### src/design/aiss_pkg.sv
package aiss_pkg;

  localparam logic [7:0] PortInOne       = 8'd1;
  localparam logic [7:0] PortInTwo       = 8'd2;
  localparam logic [7:0] PortShiftIn     = 8'd3;
  localparam logic [7:0] PortShiftAmount = 8'd2;
  localparam logic [7:0] PortSoundOne    = 8'd3;
  localparam logic [7:0] PortShiftData   = 8'd4;
  localparam logic [7:0] PortSoundTwo    = 8'd5;
  localparam logic [7:0] PortWatchdog    = 8'd6;

  localparam logic ModeRead  = 1'b0;
  localparam logic ModeWrite = 1'b1;

  localparam int CfgAddrWidth = 4;
  localparam logic [CfgAddrWidth-1:0] AddrShips     = 4'h0;
  localparam logic [CfgAddrWidth-1:0] AddrExtraLife = 4'h4;
  localparam logic [CfgAddrWidth-1:0] AddrCoinInfo  = 4'h8;

  localparam logic [7:0] AmpBit      = 8'h20;
  localparam logic [7:0] FlipBit     = 8'h20;
  localparam logic [7:0] UfoDestroyBit = 8'h10;

  typedef struct packed {
    logic       mode;
    logic [7:0] port_number;
    logic [7:0] write_data;
    logic       coin_switch;
    logic       one_player_start;
    logic       two_player_start;
    logic [2:0] player_one_buttons;
    logic [2:0] player_two_buttons;
    logic       tilt_switch;
  } aiss_req_t;

  typedef struct packed {
    logic [7:0] read_data;
    logic [6:0] sound_one_events;
    logic [4:0] sound_two_events;
    logic       cocktail_flip;
  } aiss_rsp_t;

endpackage

### src/design/arcade_io_shifter_sound_ports.sv
// processor i/o port block with external barrel shifter and sound latches
//
// req channel (valid/ready) carries one port transaction: mode, port number,
// write byte and the current panel switch levels. rsp channel (valid/ready)
// returns one result per transaction: read byte, sound event pulses for the
// two sound banks and the cocktail flip latch after the transaction.
//
// the result is registered: it appears in the output register in the cycle after
// the request is accepted. throughput: one transaction per cycle while results
// are taken; decode, shift select and sound edge compare are a single
// combinational pass between the request handshake and the result register.
//
// a new request is taken whenever the result register is empty or is being
// drained in the same cycle, so a stalled receiver holds the result and
// backs up the request side only while the result is not taken.
//
// reset (synchronous, rst high) clears the shift register, shift amount,
// sound history, flip latch, dip settings and the result valid flag.
// the dip settings are written through the apb port at 0x0, 0x4 and 0x8.
module arcade_io_shifter_sound_ports (
  input  logic                               clk,
  input  logic                               rst,
  input  logic                               req_valid,
  output logic                               req_ready,
  input  aiss_pkg::aiss_req_t                req,
  output logic                               rsp_valid,
  input  logic                               rsp_ready,
  output aiss_pkg::aiss_rsp_t                rsp,
  input  logic                               psel,
  input  logic                               penable,
  input  logic                               pwrite,
  input  logic [aiss_pkg::CfgAddrWidth-1:0]  paddr,
  input  logic [31:0]                        pwdata,
  output logic [31:0]                        prdata,
  output logic                               pready
);
  import aiss_pkg::*;

  logic [1:0] ships_setting;
  logic       extra_life_setting;
  logic       coin_info_setting;

  logic [7:0] shift_high_byte;
  logic [7:0] shift_low_byte;
  logic [2:0] shift_count;
  logic [7:0] last_sound_one;
  logic [7:0] last_sound_two;
  logic       flip_latch;

  logic [7:0] shift_high_byte_next;
  logic [7:0] shift_low_byte_next;
  logic [2:0] shift_count_next;
  logic [7:0] last_sound_one_next;
  logic [7:0] last_sound_two_next;
  logic       flip_latch_next;
  aiss_rsp_t  rsp_next;

  logic        req_fire;
  logic        cfg_write;
  logic [15:0] shift_word;
  logic [7:0]  shift_result;
  logic [7:0]  rise_one;
  logic [7:0]  rise_two;

  assign pready    = 1'b1;
  assign cfg_write = psel && penable && pwrite;
  assign req_ready = !rsp_valid || rsp_ready;
  assign req_fire  = req_valid && req_ready;

  always_comb begin
    prdata = '0;
    unique case (paddr)
      AddrShips:     prdata = {30'd0, ships_setting};
      AddrExtraLife: prdata = {31'd0, extra_life_setting};
      AddrCoinInfo:  prdata = {31'd0, coin_info_setting};
      default:       prdata = '0;
    endcase
  end

  always_ff @(posedge clk) begin
    if (rst) begin
      ships_setting      <= '0;
      extra_life_setting <= 1'b0;
      coin_info_setting  <= 1'b0;
    end else if (cfg_write) begin
      unique case (paddr)
        AddrShips:     ships_setting      <= pwdata[1:0];
        AddrExtraLife: extra_life_setting <= pwdata[0];
        AddrCoinInfo:  coin_info_setting  <= pwdata[0];
        default: ;
      endcase
    end
  end

  assign shift_word   = {shift_high_byte, shift_low_byte};
  assign shift_result = shift_word[4'd15 - {1'b0, shift_count} -: 8];
  assign rise_one     = req.write_data & ~last_sound_one;
  assign rise_two     = req.write_data & ~last_sound_two;

  always_comb begin
    shift_high_byte_next = shift_high_byte;
    shift_low_byte_next  = shift_low_byte;
    shift_count_next     = shift_count;
    last_sound_one_next  = last_sound_one;
    last_sound_two_next  = last_sound_two;
    flip_latch_next      = flip_latch;
    rsp_next             = '0;
    if (req.mode == ModeRead) begin
      unique case (req.port_number)
        PortInOne: begin
          rsp_next.read_data = {1'b0, req.player_one_buttons, 1'b1, req.one_player_start,
                                req.two_player_start, ~req.coin_switch};
        end
        PortInTwo: begin
          rsp_next.read_data = {coin_info_setting, req.player_two_buttons,
                                extra_life_setting, req.tilt_switch, ships_setting};
        end
        PortShiftIn: rsp_next.read_data = shift_result;
        default: ;
      endcase
    end else begin
      unique case (req.port_number)
        PortShiftAmount: shift_count_next = req.write_data[2:0];
        PortShiftData: begin
          shift_low_byte_next  = shift_high_byte;
          shift_high_byte_next = req.write_data;
        end
        PortSoundOne: begin
          rsp_next.sound_one_events = {
            (|(last_sound_one & AmpBit)) && !(|(req.write_data & AmpBit)),
            |(rise_one & AmpBit),
            rise_one[4:1],
            req.write_data[0]
          };
          last_sound_one_next = req.write_data;
        end
        PortSoundTwo: begin
          rsp_next.sound_two_events = rise_two[4:0];
          flip_latch_next           = |(req.write_data & FlipBit);
          last_sound_two_next       = req.write_data;
        end
        PortWatchdog: ;
        default: ;
      endcase
    end
    rsp_next.cocktail_flip = flip_latch_next;
  end

  always_ff @(posedge clk) begin
    if (rst) begin
      shift_high_byte <= '0;
      shift_low_byte  <= '0;
      shift_count     <= '0;
      last_sound_one  <= '0;
      last_sound_two  <= '0;
      flip_latch      <= 1'b0;
      rsp_valid       <= 1'b0;
    end else begin
      if (req_fire) begin
        shift_high_byte <= shift_high_byte_next;
        shift_low_byte  <= shift_low_byte_next;
        shift_count     <= shift_count_next;
        last_sound_one  <= last_sound_one_next;
        last_sound_two  <= last_sound_two_next;
        flip_latch      <= flip_latch_next;
        rsp_valid       <= 1'b1;
      end else if (rsp_ready) begin
        rsp_valid <= 1'b0;
      end
    end
  end

  always_ff @(posedge clk) begin
    if (req_fire) begin
      rsp <= rsp_next;
    end
  end

endmodule

### config.mk
export PLATFORM = sky130hd
export DESIGN_NAME = arcade_io_shifter_sound_ports
export DESIGN_NICKNAME = d
export VERILOG_FILES = /design/src/design/aiss_pkg.sv /design/src/design/arcade_io_shifter_sound_ports.sv
export SDC_FILE = /design/constraint.sdc
export NUM_CORES = 1
export LEC_CHECK = 0
export BUFFER_PORTS_ARGS = -buffer_cell sky130_fd_sc_hd__buf_2
export CAP_MARGIN = 40
export CELL_PAD_IN_SITES_DETAIL_PLACEMENT = 0
export CELL_PAD_IN_SITES_GLOBAL_PLACEMENT = 1
export CORE_MARGIN = 1
export CORE_UTILIZATION = 36
export DETAILED_ROUTE_END_ITERATION = 7
export GPL_TIMING_DRIVEN = 0
export PLACE_DENSITY_LB_ADDON = 0.25
export SYNTH_ARGS = -nofsm -noshare
export SYNTH_HDL_FRONTEND = slang
export SYNTH_SLANG_ARGS = --single-unit
export TNS_END_PERCENT = 20
### constraint.sdc
create_clock -name clk -period 2 [get_ports clk]
set_input_delay 0.3 -clock clk [delete_from_list [all_inputs] [get_ports clk]]
set_output_delay 0.3 -clock clk [all_outputs]
set_load 0.02 [all_outputs]
==> results of run 1 <==
[flip-flops by register name, indices dropped and copies added (netlist names)]
signal and flops:
ships_setting 2, extra_life_setting 1, rsp 21, last_sound_two 5, flip_latch 1, last_sound_one 5, shift_high_byte 8, shift_count 3
shift_low_byte 7, rsp_valid 1, coin_info_setting 1
[through the flow]
step           worst slack (ns)  instance area [µm²]  cells
3_3_place_gp            -0.1526                 3553    462
5_1_grt                 0.01273                 3667    471
2_1_floorplan            0.1772                 3105    296
4_1_cts                 0.07748                 3666    471
3_5_place_dp            -0.1841                 3568    463
6_report                 0.1177                 3667    471
[final cells by class]
cell class	count	area (µm²)
inverters	3	11.26
clock inverters	1	8.758
clock buffers	7	86.33
multi-input cells	193	1475
plain buffers	45	310.3
well taps	102	127.6
flip-flops and latches	55	1313
repair buffers	65	335.3
fillers	763	4220
[cell usage after synthesis (all sizes together)]
cell type	number	area (µm²)
buf	36	274.0
or4	1	11.26
a21oi	10	50.05
a22oi	6	45.04
conb	2	7.510
mux4	12	270.3
and3	3	18.77
nor3	3	20.02
nand2	5	18.77
a221oi	1	8.760
and2	3	18.77
nor2b	3	18.77
nor3b	12	101.4
clkbuf	9	33.78
dfxtp	34	680.7
nand3	9	50.05
nand2b	43	269.0
edfxtp	21	630.6
nor2	7	26.28
o211ai	4	30.03
inv	3	11.26
mux2i	33	330.3
mux2	5	56.30
nor4	1	6.260
nand4b	1	8.760
[worst paths after layout]
| check | startpoint | to | slack [ns] | depth (start not counted) |
|---|---|---|---|---|
| worst max-delay path | shift_count[1] | rsp[17] | 0.12 | 5 |
| worst min-delay path | req_valid | rsp_valid | 0.23 | 3 |
| worst max register to register | shift_count[1] | rsp[17] | 0.12 | 5 |
| worst min register to register | ships_setting[1] | ships_setting[1] | 0.49 | 2 |
[kinds of logic (layout without fill, tap and decap cells)]
kind of cell	after synthesis	after routing
buf+inv	48	121
compound gates	21	21
simple gates	91	91
other cells	2	31
flops	55	55
mux	50	50
[power by group through the flow]
stage               Combinational [mW]  Sequential, mW  Clock [mW]
finish                           0.286            1.19       0.649
global route                     0.309            1.19       0.693
CTS                              0.287            1.19       0.667
detailed placement               0.286            1.21           0
global placement                 0.281            1.21           0
floorplan                        0.164            1.24           0
[worst min-delay path, stage by stage]
cell,delay (ns)
sky130_fd_sc_hd__buf_2,0.11
sky130_fd_sc_hd__inv_1,0.04
sky130_fd_sc_hd__a21oi_1,0.05
[repair_timing]
item	in CTS	in global routing
endpoints found under the setup margin	3	3
hold buffers	0	0
gates resized for setup	1	1
setup buffers	0	0
[metal layers]
metal,wire (µm),GRT usage
met2,2745,0.2273
met5,0,0
met3,327,0.02846
met1,2849,0.1831
met4,42,0.04103
==> results by group, run 1 <==
Layout
  • Commonest non-fill, non-tap cells in the layout: sky130_fd_sc_hd__buf_2 (65), sky130_fd_sc_hd__nand2b_1 (43), sky130_fd_sc_hd__mux2i_1 (33), sky130_fd_sc_hd__buf_4 (33), sky130_fd_sc_hd__dfxtp_1 (33)
  • Area delta synth->final: 22.38%
  • Fraction of final layout cells with drive strength greater than 1: 0.3496
  • Utilization of the core after routing: 0.4649
  • Most common library cell in the layout ignoring fill and taps: sky130_fd_sc_hd__buf_2
  • Diode insertion count for antenna repair: 0
  • Final net count: 438

Global routing
  • Largest net degree at the start of global routing: 17
  • Wire length of the first global-routing pass: 9356 µm
  • Total grt overflow: 0
  • Initial antenna violation count: 0
  • Global router's overall resource usage: 0.1382
  • Vias in the first global route: 1925

Yosys
  • Number of distinct standard cells referenced by the synthesized netlist: 31
  • Portion of the post-synthesis area used by sequential elements: 0.4376
  • Adder-cell area share of the yosys netlist: 0
  • Post-synthesis register bit count: 55
  • Cell count after synthesis: 267
  • Syn. warnings: 0
  • Largest family of logic cells by synthesized area: multiplexers
  • Compound-cell area share of the yosys netlist: 0.04468
  • Proportion of synthesized area in mux cells: 0.2192
  • XOR/XNOR Fraction of Synth Area: 0
  • Post-Syn Area: 0.002997 mm²
  • Avg Cell Area, Syn: 11.22 µm²
  • Simple logic cell fraction of the synthesized area: 0.1896

Pwr
  • Leakage: 1.578 nW
  • Power share of the sequential group: 0.559
  • Switching Fraction: 0.2526
  • Largest vdd supply drop: 274.2 µV
  • Clock power share: 0.306
  • Power density over the cells: 578.8 mW/mm²
  • Cell Int Power: 1.586 mW
  • Psw: 0.5361 mW
  • Logic gate share of total power: 0.135
  • Total power draw: 2.122 mW

Clock tree
  • # clock sinks: 55
  • Insertion delay to the later sink of the worst-skew pair: 0.31 ns
  • TritonCTS Buffers: 5
  • CTS Root Cell: sky130_fd_sc_hd__clkbuf_8
  • Bufs on Longest Clock Path: 2
  • CTS clk-pin slew, worst paths: 0.10 ns
  • CTS tree: done
  • Maximum level of the CTS H-tree: 2

STA
  • RSZ-0062 raised after global routing: false
  • Transition time at the pin with the least slew margin: 0.6461 ns
  • Worst slew margin relative to its limit: 0.5653
  • Final Critical Period: 1.882 ns
  • Maximum achievable frequency: 531.3 MHz
  • Largest clock skew in the final design: 0.007011 ns
  • Period utilisation layout: 0.9412
  • Setup_tns: 0 ns
  • Endpoints failing hold: 0
  • Final worst hold slack: 0.2269 ns
  • Final setup violation count: 0
  • Final Slew Violations: 0

Floorplanning
  • Die X: 93.24 µm
  • Effective utilization at floorplan: 0.3799
  • Core Rows: 32
  • I/O pin count: 126
  • Die Height: 93.24 µm
  • Placeable core region: 0.007888 mm²
  • Die area: 0.008693 mm²

Outcome
  • Run status: finished, final reports clean

Worst setup path
  • Critical path peak fanout: 10
  • Required time of the critical path: 2.06 ns
  • Critical path data arrival time: 1.95 ns
  • CP max stage cell: sky130_fd_sc_hd__mux4_2
  • Highest cell delay on the worst timing path: 0.56 ns
  • Cell breakdown of the critical path: buf_2 > mux4_2 > nand2b_1 > o211ai_1 > a21oi_1
  • Largest delay share family, worst path: multiplexers
  • Buffer and inverter count on the worst path: 1
  • Worst setup EP type: register
  • Classification of the worst setup path: reg -> reg
  • Startpoint Class: register

Drt
  • Overall via count from detail_route: 2132
  • Drt initial violations: 138
  • Average vias per placed instance: 4.527
  • Sum of routed wire length over all layers: 5965 µm
  • Number of antenna-violating nets in the routed design: 0
  • Average wire per cell in the routed design: 12.66 µm
  • Number of design rule violations left after detail routing: 0
  • Pre-Repair DR Iteration Count: 4

Min path
  • Path type of the worst min-delay path: in -> reg

Place
  • Half-perimeter wire length after placement: 4588 µm
  • Routability-driven placement congestion ratio: 0.8610
  • Number of I/O port buffers: 64

Job
  • Total of max-cap violations: 0
Note: power is estimated with default switching activity, not from simulation.
==> run 2: changes to the inputs <==
--- a/config.mk
+++ b/config.mk
@@ -12,3 +12,3 @@
 export CORE_MARGIN = 1
-export CORE_UTILIZATION = 36
+export CORE_UTILIZATION = 33
 export DETAILED_ROUTE_END_ITERATION = 7
==> constraint.sdc (replaced) <==
create_clock -name clk -period 1.7 [get_ports clk]
set_input_delay 0.51 -clock clk [delete_from_list [all_inputs] [get_ports clk]]
set_output_delay 0.51 -clock clk [all_outputs]
set_load 0.02 [all_outputs]
==> run 2 against run 1 <==
The flow now finishes with violations (negative setup slack); non-clock buffer count increased by 7; flip-flop and latch count is the same; worst hold slack improved by 0.21 ns.
==> results by group, run 2 (same netlist as run 1, synthesis figures left out) <==
Layout
  • Fraction of final layout cells with drive strength greater than 1: 0.4122 (was 0.3496)
  • Final net count: 445 (was 438)
  • Area used by sequential logic in the layout: 0.001316 mm² (was 0.001313 mm²)
  • Largest register FFs: 21 (unchanged)
  • Area delta synth->final: 31.06% (was 22.38%)
  • Regs by FF count: rsp: 21 flops, shift_high_byte: 8 flops, shift_low_byte: 7 flops (unchanged)
  • Most common library cell in the layout ignoring fill and taps: sky130_fd_sc_hd__buf_2 (unchanged)
  • Commonest non-fill, non-tap cells in the layout: sky130_fd_sc_hd__buf_2 (61), sky130_fd_sc_hd__nand2b_1 (43), sky130_fd_sc_hd__buf_4 (35) (was sky130_fd_sc_hd__buf_2 (65), sky130_fd_sc_hd__nand2b_1 (43), sky130_fd_sc_hd__mux2i_1 (33), sky130_fd_sc_hd__buf_4 (33), sky130_fd_sc_hd__dfxtp_1 (33))
  • Biggest register: rsp (unchanged)
  • Multi-input combinational cell area: 0.001595 mm² (was 0.001475 mm²)
  • Fillers: 874 (was 763)
  • Diode insertion count for antenna repair: 0 (unchanged)

Pwr
  • Psw: 0.6712 mW (was 0.5361 mW)
  • Total power draw: 2.658 mW (was 2.122 mW)
  • Power density over the cells: 676.7 mW/mm² (was 578.8 mW/mm²)
  • Largest vdd supply drop: 329.7 µV (was 274.2 µV)
  • Switching Fraction: 0.2525 (was 0.2526)
  • Cell Int Power: 1.986 mW (was 1.586 mW)
  • Power share of the sequential group: 0.526 (was 0.559)
  • Leakage: 1.664 nW (was 1.578 nW)
  • Logic gate share of total power: 0.134 (was 0.135)
  • Clock power share: 0.340 (was 0.306)

Clock tree
  • # clock sinks: 55 (unchanged)
  • CTS clk-pin slew, worst paths: 0.11 ns (was 0.10 ns)
  • TritonCTS Buffers: 5 (unchanged)
  • Bufs on Longest Clock Path: 2 (unchanged)
  • CTS Root Cell: sky130_fd_sc_hd__clkbuf_8 (unchanged)
  • Insertion delay to the later sink of the worst-skew pair: 0.32 ns (was 0.31 ns)
  • Hold buffers post-CTS: 0 (unchanged)
  • CTS tree: done (unchanged)
  • Maximum level of the CTS H-tree: 2 (unchanged)

Place
  • Number of I/O port buffers: 64 (unchanged)
  • Half-perimeter wire length after placement: 4769 µm (was 4588 µm)
  • Routability-driven placement congestion ratio: 0.7957 (was 0.8610)

Outcome
  • Run status: complete, but fails checks (was finished, final reports clean)
  • Failing checks: negative setup slack

Drt
  • Average wire per cell in the routed design: 13.22 µm (was 12.66 µm)
  • Number of design rule violations left after detail routing: 0 (unchanged)
  • Average vias per placed instance: 4.512 (was 4.527)
  • Drt initial violations: 77 (was 138)
  • Number of antenna-violating nets in the routed design: 0 (unchanged)
  • Pre-Repair DR Iteration Count: 4 (unchanged)
  • Sum of routed wire length over all layers: 6399 µm (was 5965 µm)
  • Overall via count from detail_route: 2184 (was 2132)

STA
  • Final Critical Period: 1.877 ns
  • Final Slew Violations: 0 (unchanged)
  • Worst slew margin relative to its limit: 0.6294 (was 0.5653)
  • Endpoints failing hold: 0 (unchanged)
  • Transition time at the pin with the least slew margin: 0.5559 ns (was 0.6461 ns)
  • Final worst hold slack: 0.4334 ns (was 0.2269 ns)
  • Period utilisation layout: 1.104
  • Maximum achievable frequency: 532.8 MHz
  • Final setup violation count: 32 (was 0)
  • RSZ-0062 raised after global routing: true (was false)
  • Largest clock skew in the final design: 0.01094 ns (was 0.007011 ns)
  • PnR worst setup slack: -0.1769 ns (was 0.1177 ns)

Global routing
  • Global routing met1 resource utilization: 0.1800 (was 0.1831)
  • Initial antenna violation count: 0 (unchanged)
  • Vias in the first global route: 2117 (was 1925)
  • Wire length of the first global-routing pass: 10540 µm (was 9356 µm)
  • Met2 GRT Util: 0.2384 (was 0.2273)
  • Total grt overflow: 0 (unchanged)
  • Global router's overall resource usage: 0.1396 (was 0.1382)
  • Most Used Layer, Global Route: met2 (unchanged)
  • Largest net degree at the start of global routing: 18 (was 17)
  • Met3 demand-to-capacity share in global routing: 0.02590 (was 0.02846)

Worst setup path
  • Required time of the critical path: 1.78 ns (was 2.06 ns)
  • Highest cell delay on the worst timing path: 0.56 ns (about the same)
  • Critical path data arrival time: 1.96 ns (was 1.95 ns)
  • Worst setup EP type: register (unchanged)
  • CP dominant cell by count: sky130_fd_sc_hd__buf_6
  • Critical path peak fanout: 3 (was 10)
  • Cell breakdown of the critical path: buf_6 > or4_4 > nor3b_4 > buf_6 > nand3_4 > mux2_4 (was buf_2 > mux4_2 > nand2b_1 > o211ai_1 > a21oi_1)
  • CP max stage cell: sky130_fd_sc_hd__or4_4 (was sky130_fd_sc_hd__mux4_2)
  • Classification of the worst setup path: in -> reg (was reg -> reg)
  • Largest delay share family, worst path: simple AND/OR/NAND/NOR gates (was multiplexers)
  • Buffer and inverter count on the worst path: 2 (was 1)
  • Startpoint Class: input pin (was register)

Floorplanning
  • Placeable core region: 0.008763 mm² (was 0.007888 mm²)
  • Die area: 0.009465 mm² (was 0.008693 mm²)
  • Die X: 97.29 µm (was 93.24 µm)
  • Core Rows: 34 (was 32)
  • Effective utilization at floorplan: 0.3419 (was 0.3799)
  • I/O pin count: 126 (unchanged)
  • Die Height: 97.29 µm (was 93.24 µm)

Job
  • Total of max-cap violations: 0 (unchanged)

Min path
  • Path type of the worst min-delay path: in -> reg (unchanged)
## run 2: cell types whose count changed in the layout (fill, tap and decap cells not counted), sizes merged
| cell | change |
|---|---|
| inv | +1 |
| clkbuf | -1 |
| clkinv | -1 |
| buf | +7 |
| bufinv | +1 |
## run 2: worst paths after layout
kind	from	to	slack, ns	cells after the start
max	req[21]	rsp[0]	-0.18	6
min	pwdata[1]	ships_setting[1]	0.43	3
max reg2reg	shift_count[0]	rsp[14]	-0.11	5
min reg2reg	ships_setting[1]	ships_setting[1]	0.48	2
## run 2: layout make-up
type / count / share of cell area
buffer: 43 / 0.07455
timing repair buffer: 74 / 0.1185
clock buffer: 6 / 0.01848
inverter: 3 / 0.002867
tap: 108 / 0.03441
sequential: 55 / 0.3351
clock inverter: 2 / 0.009876
multi-input combinational: 193 / 0.4062
## run 2: tightest hold or removal path, delay by kind of cell
kind / cells / cell delay, ns
buffers and inverters: 1 / 0.10
and+or+nand+nor: 1 / 0.05
AOI/OAI and AO/OA: 1 / 0.05
## run 2: stage by stage
| step | worst slack (ns) | setup TNS (ns) | instances | instance area (µm²) | utilization |
|---|---|---|---|---|---|
| floorplan | -0.2889 | -6.729 | 296 | 3120 | - |
| global placement | -0.5651 | -23.57 | 468 | 3576 | 0.4081 |
| detailed placement | -0.5806 | -20.34 | 469 | 3591 | 0.4098 |
| CTS | -0.1748 | -3.821 | 484 | 3882 | 0.4430 |
| global route | -0.2133 | -4.768 | 484 | 3928 | 0.4482 |
| finish | -0.1769 | -2.283 | 484 | 3928 | 0.4482 |
## run 2: power groups by stage
| stage | Combinational (mW) | Clock (mW) | Sequential [mW] |
|---|---|---|---|
| finish | 0.357 | 0.903 | 1.40 |
| global route | 0.386 | 0.969 | 1.40 |
| CTS | 0.353 | 0.924 | 1.40 |
| detailed placement | 0.340 | 0 | 1.43 |
| global placement | 0.333 | 0 | 1.43 |
| floorplan | 0.193 | 0 | 1.46 |
## run 2: routing by layer
layer	share of wire	vias up
li1	-	1101
met2	0.48	64
met1	0.45	1012
met5	0	-
met3	0.055	7
met4	0.011	0
## run 2: timing repair
item | 4_1_cts | 5_1_grt
endpoints found under the setup margin | 42 | 51
hold endpoints to repair | 0 | 0
resized for setup | 24 | 11
setup buffers | 6 | 2
gates cloned | 1 | 0
pin swaps | 6 | 5
